**src/hw/rtl/arstf_pkg.sv**
```systemverilog
// ----------------------------------------------------------------------------
// arstf_pkg
// Shared types, codes, sizes and the sine table for the affine texel fetch.
// ----------------------------------------------------------------------------
package arstf_pkg;

    localparam int SCREEN_WIDTH_DEF  = 256;
    localparam int SCREEN_HEIGHT_DEF = 240;

    localparam int MAP_AW     = 16;
    localparam int TEXEL_W    = 16;
    localparam int COORD_W    = 8;
    localparam int POS_W      = 16;
    localparam int TRIG_W     = 10;
    localparam int ZOOM_W     = 11;
    localparam int CFG_IDX_W  = 2;
    localparam int CFG_DATA_W = 11;

    localparam logic [1:0] REQ_LOAD   = 2'd0;
    localparam logic [1:0] REQ_START  = 2'd1;
    localparam logic [1:0] REQ_RENDER = 2'd2;

    localparam logic [CFG_IDX_W-1:0] CFG_ANGLE    = 2'd0;
    localparam logic [CFG_IDX_W-1:0] CFG_ZOOM     = 2'd1;
    localparam logic [CFG_IDX_W-1:0] CFG_CENTER_X = 2'd2;
    localparam logic [CFG_IDX_W-1:0] CFG_CENTER_Y = 2'd3;

    // trunc(256 * sin(j * pi / 128)), j = 0..64
    localparam logic [8:0] QUARTER_SINE [65] = '{
        9'd0,   9'd6,   9'd12,  9'd18,  9'd25,  9'd31,  9'd37,  9'd43,
        9'd49,  9'd56,  9'd62,  9'd68,  9'd74,  9'd80,  9'd86,  9'd92,
        9'd97,  9'd103, 9'd109, 9'd115, 9'd120, 9'd126, 9'd131, 9'd136,
        9'd142, 9'd147, 9'd152, 9'd157, 9'd162, 9'd167, 9'd171, 9'd176,
        9'd181, 9'd185, 9'd189, 9'd193, 9'd197, 9'd201, 9'd205, 9'd209,
        9'd212, 9'd216, 9'd219, 9'd222, 9'd225, 9'd228, 9'd231, 9'd234,
        9'd236, 9'd238, 9'd241, 9'd243, 9'd244, 9'd246, 9'd248, 9'd249,
        9'd251, 9'd252, 9'd253, 9'd254, 9'd254, 9'd255, 9'd255, 9'd255,
        9'd256
    };

    function automatic logic signed [TRIG_W-1:0] sine_of(input logic [7:0] idx);
        logic [5:0]        r;
        logic [1:0]        q;
        logic [6:0]        k;
        logic [TRIG_W-1:0] v;
        r = idx[5:0];
        q = idx[7:6];
        k = q[0] ? 7'(7'd64 - {1'b0, r}) : {1'b0, r};
        v = {1'b0, QUARTER_SINE[k]};
        sine_of = q[1] ? TRIG_W'(-v) : v;
    endfunction

    typedef struct packed {
        logic             done;
        logic [POS_W-1:0] step_x;
        logic [POS_W-1:0] step_y;
        logic [POS_W-1:0] org_x;
        logic [POS_W-1:0] org_y;
    } t_setup;

endpackage

```
**src/hw/rtl/arstf_setup.sv**
```systemverilog
// ----------------------------------------------------------------------------
// arstf_setup
// Frame setup: configuration registers, trig lookup, step and origin.
// ----------------------------------------------------------------------------
module arstf_setup #(
    parameter int SCREEN_WIDTH  = arstf_pkg::SCREEN_WIDTH_DEF,
    parameter int SCREEN_HEIGHT = arstf_pkg::SCREEN_HEIGHT_DEF
) (
    input  logic                             i_clk,
    input  logic                             i_rst_n,
    input  logic                             i_cfg_we,
    input  logic [arstf_pkg::CFG_IDX_W-1:0]  i_cfg_idx,
    input  logic [arstf_pkg::CFG_DATA_W-1:0] i_cfg_data,
    input  logic                             i_start,
    output logic                             o_busy,
    output arstf_pkg::t_setup                o_res
);

    localparam int PW = arstf_pkg::POS_W;
    localparam int TW = arstf_pkg::TRIG_W;
    localparam int ZW = arstf_pkg::ZOOM_W;
    localparam int MW = TW + ZW + 1;
    localparam logic [PW-1:0] HALF_W = PW'(SCREEN_WIDTH / 2);
    localparam logic [PW-1:0] HALF_H = PW'(SCREEN_HEIGHT / 2);

    typedef enum logic [2:0] {S_IDLE, S_ROM, S_MUL, S_PROD, S_SUM} t_state;

    t_state                r_state;
    logic [7:0]            r_angle;
    logic [ZW-1:0]         r_zoom;
    logic [7:0]            r_cx;
    logic [7:0]            r_cy;
    logic signed [TW-1:0]  r_cos;
    logic signed [TW-1:0]  r_sin;
    logic [PW-1:0]         r_sx_hw;
    logic [PW-1:0]         r_sy_hh;
    logic [PW-1:0]         r_sy_hw;
    logic [PW-1:0]         r_sx_hh;
    logic                  r_done;
    logic [PW-1:0]         r_step_x;
    logic [PW-1:0]         r_step_y;
    logic [PW-1:0]         r_org_x;
    logic [PW-1:0]         r_org_y;

    logic [7:0]            w_neg_angle;
    logic signed [ZW:0]    w_zoom;
    logic signed [MW-1:0]  w_prod_c;
    logic signed [MW-1:0]  w_prod_s;

    assign w_neg_angle = 8'(8'd0 - r_angle);
    assign w_zoom      = (r_zoom == '0) ? (ZW+1)'(1) : $signed({1'b0, r_zoom});
    assign w_prod_c    = r_cos * w_zoom;
    assign w_prod_s    = r_sin * w_zoom;

    always_ff @(posedge i_clk) begin
        if (!i_rst_n) begin
            r_angle <= 8'd0;
            r_zoom  <= ZW'(256);
            r_cx    <= 8'd128;
            r_cy    <= 8'd120;
        end else if (i_cfg_we) begin
            case (i_cfg_idx)
                arstf_pkg::CFG_ANGLE:    r_angle <= i_cfg_data[7:0];
                arstf_pkg::CFG_ZOOM:     r_zoom  <= i_cfg_data[ZW-1:0];
                arstf_pkg::CFG_CENTER_X: r_cx    <= i_cfg_data[7:0];
                arstf_pkg::CFG_CENTER_Y: r_cy    <= i_cfg_data[7:0];
                default: ;
            endcase
        end
    end

    always_ff @(posedge i_clk) begin
        if (!i_rst_n) begin
            r_state <= S_IDLE;
            r_done  <= 1'b0;
        end else begin
            r_done <= 1'b0;
            case (r_state)
                S_IDLE: begin
                    if (i_start) begin
                        r_state <= S_ROM;
                    end
                end
                S_ROM: begin
                    r_sin   <= arstf_pkg::sine_of(w_neg_angle);
                    r_cos   <= arstf_pkg::sine_of(8'(w_neg_angle + 8'd64));
                    r_state <= S_MUL;
                end
                S_MUL: begin
                    r_step_x <= {{(PW-(MW-8)){w_prod_c[MW-1]}}, w_prod_c[MW-1:8]};
                    r_step_y <= {{(PW-(MW-8)){w_prod_s[MW-1]}}, w_prod_s[MW-1:8]};
                    r_state  <= S_PROD;
                end
                S_PROD: begin
                    r_sx_hw <= PW'(r_step_x * HALF_W);
                    r_sy_hh <= PW'(r_step_y * HALF_H);
                    r_sy_hw <= PW'(r_step_y * HALF_W);
                    r_sx_hh <= PW'(r_step_x * HALF_H);
                    r_state <= S_SUM;
                end
                S_SUM: begin
                    r_org_x <= PW'({r_cx, 8'd0} - r_sx_hw + r_sy_hh);
                    r_org_y <= PW'({r_cy, 8'd0} - r_sy_hw - r_sx_hh);
                    r_done  <= 1'b1;
                    r_state <= S_IDLE;
                end
                default: r_state <= S_IDLE;
            endcase
        end
    end

    assign o_busy       = (r_state != S_IDLE) || r_done;
    assign o_res.done   = r_done;
    assign o_res.step_x = r_step_x;
    assign o_res.step_y = r_step_y;
    assign o_res.org_x  = r_org_x;
    assign o_res.org_y  = r_org_y;

endmodule

```
**config.mk**
```make
export PLATFORM = sky130hd
export DESIGN_NAME = arstf_setup
export DESIGN_NICKNAME = d
export VERILOG_FILES = /design/src/hw/rtl/arstf_pkg.sv /design/src/hw/rtl/arstf_setup.sv
export SDC_FILE = /design/constraint.sdc
export NUM_CORES = 1
export LEC_CHECK = 0
export ABC_AREA = 1
export BUFFER_PORTS_ARGS = -buffer_cell sky130_fd_sc_hd__clkbuf_2
export CORE_MARGIN = 2
export CORE_UTILIZATION = 45
export CTS_BUF_LIST = sky130_fd_sc_hd__clkbuf_8
export DETAILED_ROUTE_END_ITERATION = 12
export HOLD_SLACK_MARGIN = 0.15
export PLACE_DENSITY = 0.59
export SYNTH_ARGS = -nofsm -noshare
export SYNTH_HDL_FRONTEND = slang
export SYNTH_SLANG_ARGS = --single-unit
```
**constraint.sdc**
```tcl
create_clock -name i_clk -period 9.77 [get_ports i_clk]
set_input_delay 1.4655 -clock i_clk [delete_from_list [all_inputs] [get_ports i_clk]]
set_output_delay 1.4655 -clock i_clk [all_outputs]
set_load 0.005 [all_outputs]
```
# ---- Yosys cells after proc, flatten, opt, wreduce, memory -nomap -nowiden
# Memories as Yosys holds them, arrays and structs flattened.
# Index checks and enable logic that the tools add are counted.
dict set report word_totals {
  register_bits 163
  mem_count 2
  ramBits 0
  out_inout_bits 66
  latchBits 0
  romBits 2304
}
# name words word_bits read_ports rd_clocked_by_memory_dff wr line_no
set mem_list {}
lappend mem_list {{(name not given)} 128 9 1 0 0 arstf_pkg.sv:49} ;# v = {1'b0, QUARTER_SINE[k]};
lappend mem_list {{(name not given)} 128 9 1 0 0 arstf_pkg.sv:49}
dict set report op_classes {
  n_shift 0
  bitwise_logic 2
  mux 12
  magnitude_cmp 2
  addsub 10
  n_mul 4
  eq_ne 8
  n_div 0
  n_reduce_logical 13
}
# op n
set op_table {}
lappend op_table {{two-way mux 9 bit} 6}
lappend op_table {{subtractor 16 bit} 3}
lappend op_table {{multiplier 10 x 12 -> 22 bit} 2}
lappend op_table {{multiplier 16 x 4 -> 13 bit (second input constant)} 2}
lappend op_table {{negator 9 -> 10 bit} 2}
lappend op_table {{adder 16 bit} 1}
lappend op_table {{>= comparator 8 bit (second input constant)} 2}
lappend op_table {{inverter 7 -> 8 bit} 2}
lappend op_table {{AND reduction 2 bit} 8}
lappend op_table {{two-way mux 7 bit} 2}
lappend op_table {{subtractor 7 x 6 -> 7 bit (first input constant)} 2}
lappend op_table {{one-hot mux 3 bit (4 select lines)} 1}
lappend op_table {{logical NOT 11 bit} 1}
lappend op_table {{two-way mux 11 bit} 1}
lappend op_table {{adder 8 x 7 -> 8 bit (second input constant)} 1}
lappend op_table {{subtractor 1 x 8 -> 8 bit (first input constant)} 1}
lappend op_table {{equality test 3 x 2 -> 1 bit (second input constant)} 2}
lappend op_table {{equality test 2 bit (second input constant)} 2}
lappend op_table {{equality test 3 x 1 -> 1 bit (second input constant)} 1}
lappend op_table {{equality test 3 bit (second input constant)} 1}
lappend op_table {{logical NOT 3 bit} 1}
lappend op_table {{two-way mux 3 bit} 1}
lappend op_table {{nonzero test 3 bit} 1}
lappend op_table {{equality test 2 x 1 -> 1 bit (second input constant)} 1}
lappend op_table {{other kinds (4)} 4}

# ---- Longest topological paths before layout
# Gate-level depths: netlist of the first run.
dict set report depth {
  ltp_word 10
  ltp_mapped 28
}

# ---- Least setup slack after synthesis of the first run
# OpenSTA, ideal clock, no wires.
dict set report synth_path {
  path_kind {in2reg}
  start {in i_rst_n}
  end {reg r_sx_hh[10] (enable)}
  arrival_time_ns 5.826
  n_path_buf 1
  required_time_ns 9.224
  stages 3
  path_slack_ns 3.398
  cell_sequence {clkbuf_1 -> inv_1 -> nor4_1}
}
dict set report synth_via {
  elab_chain_cells 1
}
# element line_no
set synth_rtl {}
lappend synth_rtl {{start, declared} arstf_setup.sv:10} ;# input logic i_rst_n,
lappend synth_rtl {{AND reduction 2 bit (no source line)} --}
lappend synth_rtl {{end signal, assigned} arstf_setup.sv:98} ;# r_sx_hh <= PW'(r_step_x * HALF_H);
lappend synth_rtl {{end, declared} arstf_setup.sv:38} ;# logic [PW-1:0] r_sx_hh;
# No other way between the ends.
# A chain may end at the register's enable or synchronous reset.

# ---- Worst setup path after layout of the first run
dict set report layout_path {
  start {reg r_zoom[8]}
  end {reg r_step_y[12], data pin}
}
dict set report layout_via {
  elab_chain_cells 3
}
# element line_no
set layout_rtl {}
lappend layout_rtl {{start, declared} arstf_setup.sv:30} ;# logic [ZW-1:0] r_zoom;
lappend layout_rtl {{start signal, assigned} arstf_setup.sv:64} ;# arstf_pkg::CFG_ZOOM: r_zoom <= i_cfg_data[ZW-1:0];
lappend layout_rtl {{logical NOT 11 bit} arstf_setup.sv:51} ;# assign w_zoom = (r_zoom == '0) ? (ZW+1)'(1) : $signed({1'b0, r_zoom});
lappend layout_rtl {{two-way mux 11 bit (*)} arstf_setup.sv:51}
lappend layout_rtl {{multiplier 10 x 12 -> 22 bit (*)} arstf_setup.sv:53} ;# assign w_prod_s = r_sin * w_zoom;
lappend layout_rtl {{net w_prod_s[20]} arstf_setup.sv:48} ;# logic signed [MW-1:0] w_prod_s;
lappend layout_rtl {{end signal, assigned} arstf_setup.sv:91} ;# r_step_y <= {{(PW-(MW-8)){w_prod_s[MW-1]}}, w_prod_s[MW-1:8]};
lappend layout_rtl {{end, declared} arstf_setup.sv:41} ;# logic [PW-1:0] r_step_y;
# Mark *: on every way through the listed nets, which the timed path passes. The rest lies on a longest branch.

==> impl_metrics.ini, run 1 <==
[hold_path]
hp-start = r_angle[7]
hp-class = register to register

[cts]
cts_resized = 0
clk_path_buf_depth = 2
clk-insertion-delay-late_ns = 0.47
cts_inserted_buffers = 17
htree_levels = 4
cts_setup_buffers = 0
path_clk_slew_ns = 0.09
cts_tree = built
hold_buffers = 0
root_buffer = clkbuf_8
cts_sinks = 155

[detailed_routing]
wl_um = 41000
viasPerCell = 5.06
first_pass_iters = 5
drc = 0
drt_iter0_markers = 967
wl_per_cell_um = 15.4
drt.antenna.violating_nets = 0
vias = 13500

[floorplan]
coreArea_mm2 = 0.0387
die_w_um = 202
fp.dieH_um = 202
io_pins = 83
dieArea_mm2 = 0.0409
start_util_pct = 45.7
rows = 72

[setup_path]
startpoint = r_zoom[8]
crit_type = register to register
worstReg2RegEnd = r_step_y[12]
crit-reg2reg-launch = r_zoom[8]
reg2reg_setup_slack_ns = 3.69
path_common_cell = fa_1
rr_worst_depth = 19
crit_path_end_kind = register
critPathMaxFanout = 19
worst_ep_required_time_ns = 9.99
crit_arrival_ns = 6.30
path_cells = inv_1, nand3_1, o21bai_2, inv_1, nand2_1, fa_1, inv_1, fa_1, fa_1, fa_1, fa_1, ha_1, nand2_1, a21oi_1, a211oi_1, o21ai_0, a21oi_1, o221ai_1, xor2_1
cp-start-kind = register
slowest_stage = dfxtp_1
endpoint = r_step_y[12]
max_stage_delay_ns = 0.86

[sta]
finalMaxSlewViolations = 0
post-route-period-util_pct = 62.3
skew_ns = 0.0151
worst_slew_pin_slew_ns = 0.938
timing.slew.headroom_pct = 37.4
fmax_ghz = 0.164
grt_setup_unrepaired = no
hold-worst-slack_ns = 0.491
layout_min_cycle_time_ns = 6.08
final_hold_viol_count = 0
setup_viol = 0
fin_tns_setup_ns = 0

[placed_design]
dp_hpwl_um = 33600
place_congestion = 0.863
portBuffers = 76

[final_layout]
area_delta_synth_final_pct = 6.73
nFillCells = 3793
post_route_cells_drive_above_1_share_pct = 8.49
finalNetCount = 2531
num_antenna_cells = 0

[synthesis]
synthTopCellsByCount = nand2_1, inv_1, fa_1
synth_most_common_cell = nand2_1
seq_area_frac_synth_pct = 24.1
ys_ff_latch = 155
syn_inst = 2095
synth_warnings = 0
synth-main-ff-cell = edfxtp_1
yosysUniqueCellTypes = 52
ys_async_sr_fraction_pct = 0
synth_area_leaders = fa_1, edfxtp_1, ha_1, nand2_1, inv_1
synth_area_leader_cell = fa_1
synth_top_area_share_pct = 21.7
synth-edff-count = 116
netlist_area_mm2 = 0.0177
avgSynthCellArea_um2 = 8.45

[power]
p_leak_nw = 9.93
p_sw_share_pct = 45.2
clock_power_share_pct = 15.6
seq_power_share_pct = 27.2
ir_drop_v = 0.0000871
power_frac_comb_pct = 57.3
netSwitchingPower_mw = 1.56
p_int_mw = 1.90
powerDensity_mw_per_mm2 = 183

[run_status]
status = completed

[global_route]
grt_pass1_vias = 13500
gr-usage-all-layers_pct = 21.1
antenna_found_initial = 0
grt_overflow = 0
grt_start_max_net_pins = 43
grt_first_pass_wirelength_um = 68300

[flow_run]
max_cap_violations = 0
## placed cells by master, fill, tap and decap left out, drive strengths merged, types with 8 or more instances in the layout
cell type  count
a21oi        108
clkbuf        94
dfxtp         39
edfxtp       116
fa           192
ha           191
inv          423
nand2        493
nand3         86
nand4          8
nor2         151
o21ai         72
o21bai         8
xnor2         32
xor2          64
## critical path, delay by kind of cell (launching register included)
family	cells	cell delay, ns
AOI/OAI and AO/OA	6	1.02
xor gates and xnor gates	1	0.16
adders and majority gates	6	2.72
buffers and inverters	3	0.68
DFF	1	0.86
and+or+nand+nor	3	0.38
## per-stage QoR
step	power (mW)	util, %	area, um^2	setup slack [ns]	cells
after global placement	2.91	47.6	18500	3.94	2630
after floorplan	2.48	-	17700	3.40	2100
after CTS	3.49	48.8	18900	3.70	2662
after global routing	3.83	48.8	18900	3.22	2662
after detailed placement	2.94	47.6	18500	3.76	2630
final	3.46	48.8	18900	3.69	2662
## worst min path at each step
stage	to	slack, ns	depth (start not counted)
after floorplan	r_state[2]	0.44	1
after global placement	r_angle[7]	0.46	2
after detailed placement	r_cx[7]	0.47	2
after CTS	r_cx[7]	0.49	2
after global routing	r_angle[7]	0.50	2
final	r_angle[7]	0.49	2
## routing by layer
layer	vias to the layer above	routed length [um]	GRT usage [%]
li1	6578	-	-
met4	0	854	5.79
met5	-	0	0
met1	6529	18200	27.9
met3	44	1950	2.34
met2	328	20100	36.6
## area by class of cell
cell class                 instances  area [um^2]  area share [%]
clock buffer                      18          248            1.31
clock inverter                    14          194            1.03
inverter                         420         1580            8.38
multi-input combinational       1457        11500            61.1
sequential                       155         4260            22.6
tap                              518          648            3.43
timing repair buffer              80          410            2.17
## cells by family (layout without fill, tap and decap cells)
logic type               count (synthesis)  after routing  share of synthesized area (%)
AND/OR/NAND/NOR                        752            752                           18.1
buffers and inverters                  488            532                           10.9
adder cells (fa/ha/maj)                383            383                           35.2
AO/OA/AOI/OAI                          220            220                           6.96
flip-flops                             155            155                           24.1
XOR/XNOR                                96             96                           4.75
other                                    1              6                         0.0212
## power by group through the flow
stage	sequential [mW]	clock [mW]	combinational, mW
global placement	0.954	0	1.96
detailed placement	0.956	0	1.98
global route	0.949	0.578	2.30
CTS	0.941	0.550	2.00
floorplan	0.897	0	1.58
finish	0.941	0.539	1.98
## registers in the layout, indices dropped and copies added (netlist names)
signal,count
r_step_x,14
r_sy_hh,12
r_done,1
r_cos,10
r_sx_hh,13
r_angle,8
r_zoom,11
r_sx_hw,8
r_state,3
r_sin,10
r_cx,8
r_org_y,13
r_org_x,13
r_cy,8
r_sy_hw,9
r_step_y,14
No activity file was read; power rests on OpenSTA's default activity.
==> run 2, diff against run 1 <==
- PLACE_DENSITY: 0.59 -> 0.62
- clock period: 9.77 -> 4.85 ns (I/O delays scaled with it)
==> run 2 against run 1 <==
The run now ends with negative setup slack left. Die area stayed put. Combinational power increased to 2.5 times the previous value. Total power up 130%. Hold slack worse by 0.027 ns. First-iteration DRC count down 18%. Clock power increased by 81%. Sequential cell count unchanged. Sequential share of layout area decreased by 1.5 points. Setup slack worse by 3.8 ns. Via count grew 3.6%. Clock skew increased by 0.0095 ns. Count of clock-buffer cells in the layout shrank 1. Critical path type unchanged. Largest power group unchanged. Highest routed layer unchanged.
==> impl_metrics.ini, run 2 (synthesis gave the netlist of run 1 again) <==
[detailed_routing]
viasPerCell = 5.03
first_pass_iters = 5
wl_per_cell_um = 15.7
drt_iter0_markers = 789
wl_um = 43500
drt.antenna.violating_nets = 0
vias = 14000
drc = 0

[setup_path]
critPathMaxFanout = 4
max_stage_delay_ns = 0.54
slowest_stage = fa_2
crit_path_end_kind = register
worst_ep_required_time_ns = 5.11
path_common_cell = fa_1
worstReg2RegEnd = r_step_y[8]
rr_worst_depth = 21
reg2reg_setup_slack_ns = -0.15
crit_type = register to register
cp-start-kind = register
path_cells = nor2_4, nand3_2, o21bai_4, inv_4, buf_4, nand2_4, fa_1, fa_2, fa_1, fa_1, fa_1, inv_2, ha_4, nand2_2, a21oi_2, a211oi_2, o21ai_4, a21oi_4, buf_6, buf_4, xnor2_1
crit-reg2reg-launch = r_zoom[7]
crit_arrival_ns = 5.25

[power]
p_sw_share_pct = 46.9
p_int_mw = 4.14
power_frac_comb_pct = 64.1
seq_power_share_pct = 23.4
netSwitchingPower_mw = 3.66
clock_power_share_pct = 12.5
ir_drop_v = 0.000238
powerDensity_mw_per_mm2 = 384
p_leak_nw = 10.5

[global_route]
grt_start_max_net_pins = 43
gr-usage-all-layers_pct = 21.8
met3_usage_pct = 2.87
grt_pass1_vias = 14000
grt-busiest-layer = met2
grt_overflow = 0
met1_usage_pct = 28.5
antenna_found_initial = 0
grt_first_pass_wirelength_um = 70600
met2_usage_pct = 37.7

[sta]
timing.slew.headroom_pct = 37.2
post-route-period-util_pct = 103
layout_setup_ws_ns = -0.149
skew_ns = 0.0246
fmax_ghz = 0.200
worst_slew_pin_slew_ns = 0.938
hold-worst-slack_ns = 0.464
layout_min_cycle_time_ns = 5.00
finalMaxSlewViolations = 0
setup_viol = 9
grt_setup_unrepaired = yes
final_hold_viol_count = 0

[floorplan]
fp.dieH_um = 202
start_util_pct = 45.7
dieArea_mm2 = 0.0409
coreArea_mm2 = 0.0387
die_w_um = 202
io_pins = 83
rows = 72

[placed_design]
detailedPlace.worstSlack_ns = -0.213
dp_hpwl_um = 34600
placed_cells = 2717
portBuffers = 76
place_congestion = 0.911

[final_layout]
stdcell_count = 2773
num_antenna_cells = 0
utilization_pct = 52.5
post_route_cells_drive_above_1_share_pct = 17.9
nFillCells = 3590
area_delta_synth_final_pct = 14.9
final_common_cell = nand2_1
top_regs = r_step_x: 14 flops, r_step_y: 14 flops
multi_input_area_mm2 = 0.0121
seq_area_mm2 = 0.00428
layout_common_cells = nand2_1, inv_1, fa_1
finalNetCount = 2642

[cts]
clk-insertion-delay-late_ns = 0.52
cts_tree = built
htree_levels = 4
cts_sinks = 155
root_buffer = clkbuf_8
path_clk_slew_ns = 0.10
cts_inserted_buffers = 17
hold_buffers = 0
clk_path_buf_depth = 2

[hold_path]
min_path_cells = 3
hp-class = primary input to register
hold-path-endpoint = r_zoom[10]
hp-start = i_cfg_data[10]

[run_status]
status = complete, but fails checks
violations = negative setup slack

[flow_run]
max_cap_violations = 0
## run 2: cell count changes in the layout (fill, tap and decap cells not counted), moves of 7 or more
cell	change
buf_6	+20
a21oi_2	+7
ha_1	-16
nand2_1	-22
a21oi_1	-12
ha_4	+15
nand2_2	+17
nor2_1	-8
buf_4	+90
inv_1	-19
inv_2	+15
## run 2: how the worst max path moves through the flow
stage | start | end | slack, ns | cells past startpoint
4_1_cts | r_sin[1] | r_step_y[12] | -0.03 | 16
3_3_place_gp | r_zoom[5] | r_step_x[10] | -0.08 | 24
5_1_grt | r_zoom[5] | r_step_x[10] | -0.30 | 24
3_5_place_dp | r_zoom[5] | r_step_y[12] | -0.21 | 19
6_report | r_zoom[7] | r_step_y[8] | -0.15 | 21
2_1_floorplan | r_zoom[1] | r_step_y[12] | -0.05 | 16
## run 2: routing by layer
layer	part of all wire, %	up-vias	wire length, um
met3	4.1	55	1770
met2	50	305	21800
met5	0	-	0
met1	43	6803	18900
li1	-	6796	-
met4	2.5	0	1080
## run 2: metrics by stage
stage | power [mW] | area [um^2] | setup TNS [ns]
floorplan | 5.06 | 17800 | -0.0504
global placement | 6.32 | 19200 | -0.304
detailed placement | 6.36 | 19200 | -1.18
CTS | 7.45 | 19700 | -0.0482
global route | 8.50 | 20300 | -3.64
finish | 7.81 | 20300 | -0.818
## run 2: power groups by stage
stage	Combinational (mW)	Sequential [mW]	Clock, mW
2_1_floorplan	3.25	1.81	0
3_3_place_gp	4.46	1.86	0
3_5_place_dp	4.50	1.86	0
4_1_cts	4.62	1.83	0.998
5_1_grt	5.62	1.84	1.05
6_report	5.00	1.83	0.977
## run 2: repair_timing
item                                   4_1_cts  5_1_grt
endpoints found under the hold margin        0        0
gates resized for setup                     25      122
pin swaps                                   16       51
setup endpoints to repair                   17       26
setup buffers                                7       20
## run 2: cell type report
type / instances / area share [%]
flip-flops and latches: 155 / 21.0
multi-input cells: 1457 / 59.6
repair buffers: 191 / 6.52
clock buffers: 17 / 1.15
clock inverters: 15 / 0.689
inverters: 420 / 7.81
well taps: 518 / 3.19
## run 2: worst max-delay path: cells and delay by family, from the launching register on
kind / cells / cell delay, ns
compound gates: 5 / 0.92
xor+xnor: 1 / 0.05
fa+ha+maj: 6 / 2.60
buf+inv: 5 / 0.47
flops: 1 / 0.37
simple gates: 4 / 0.32
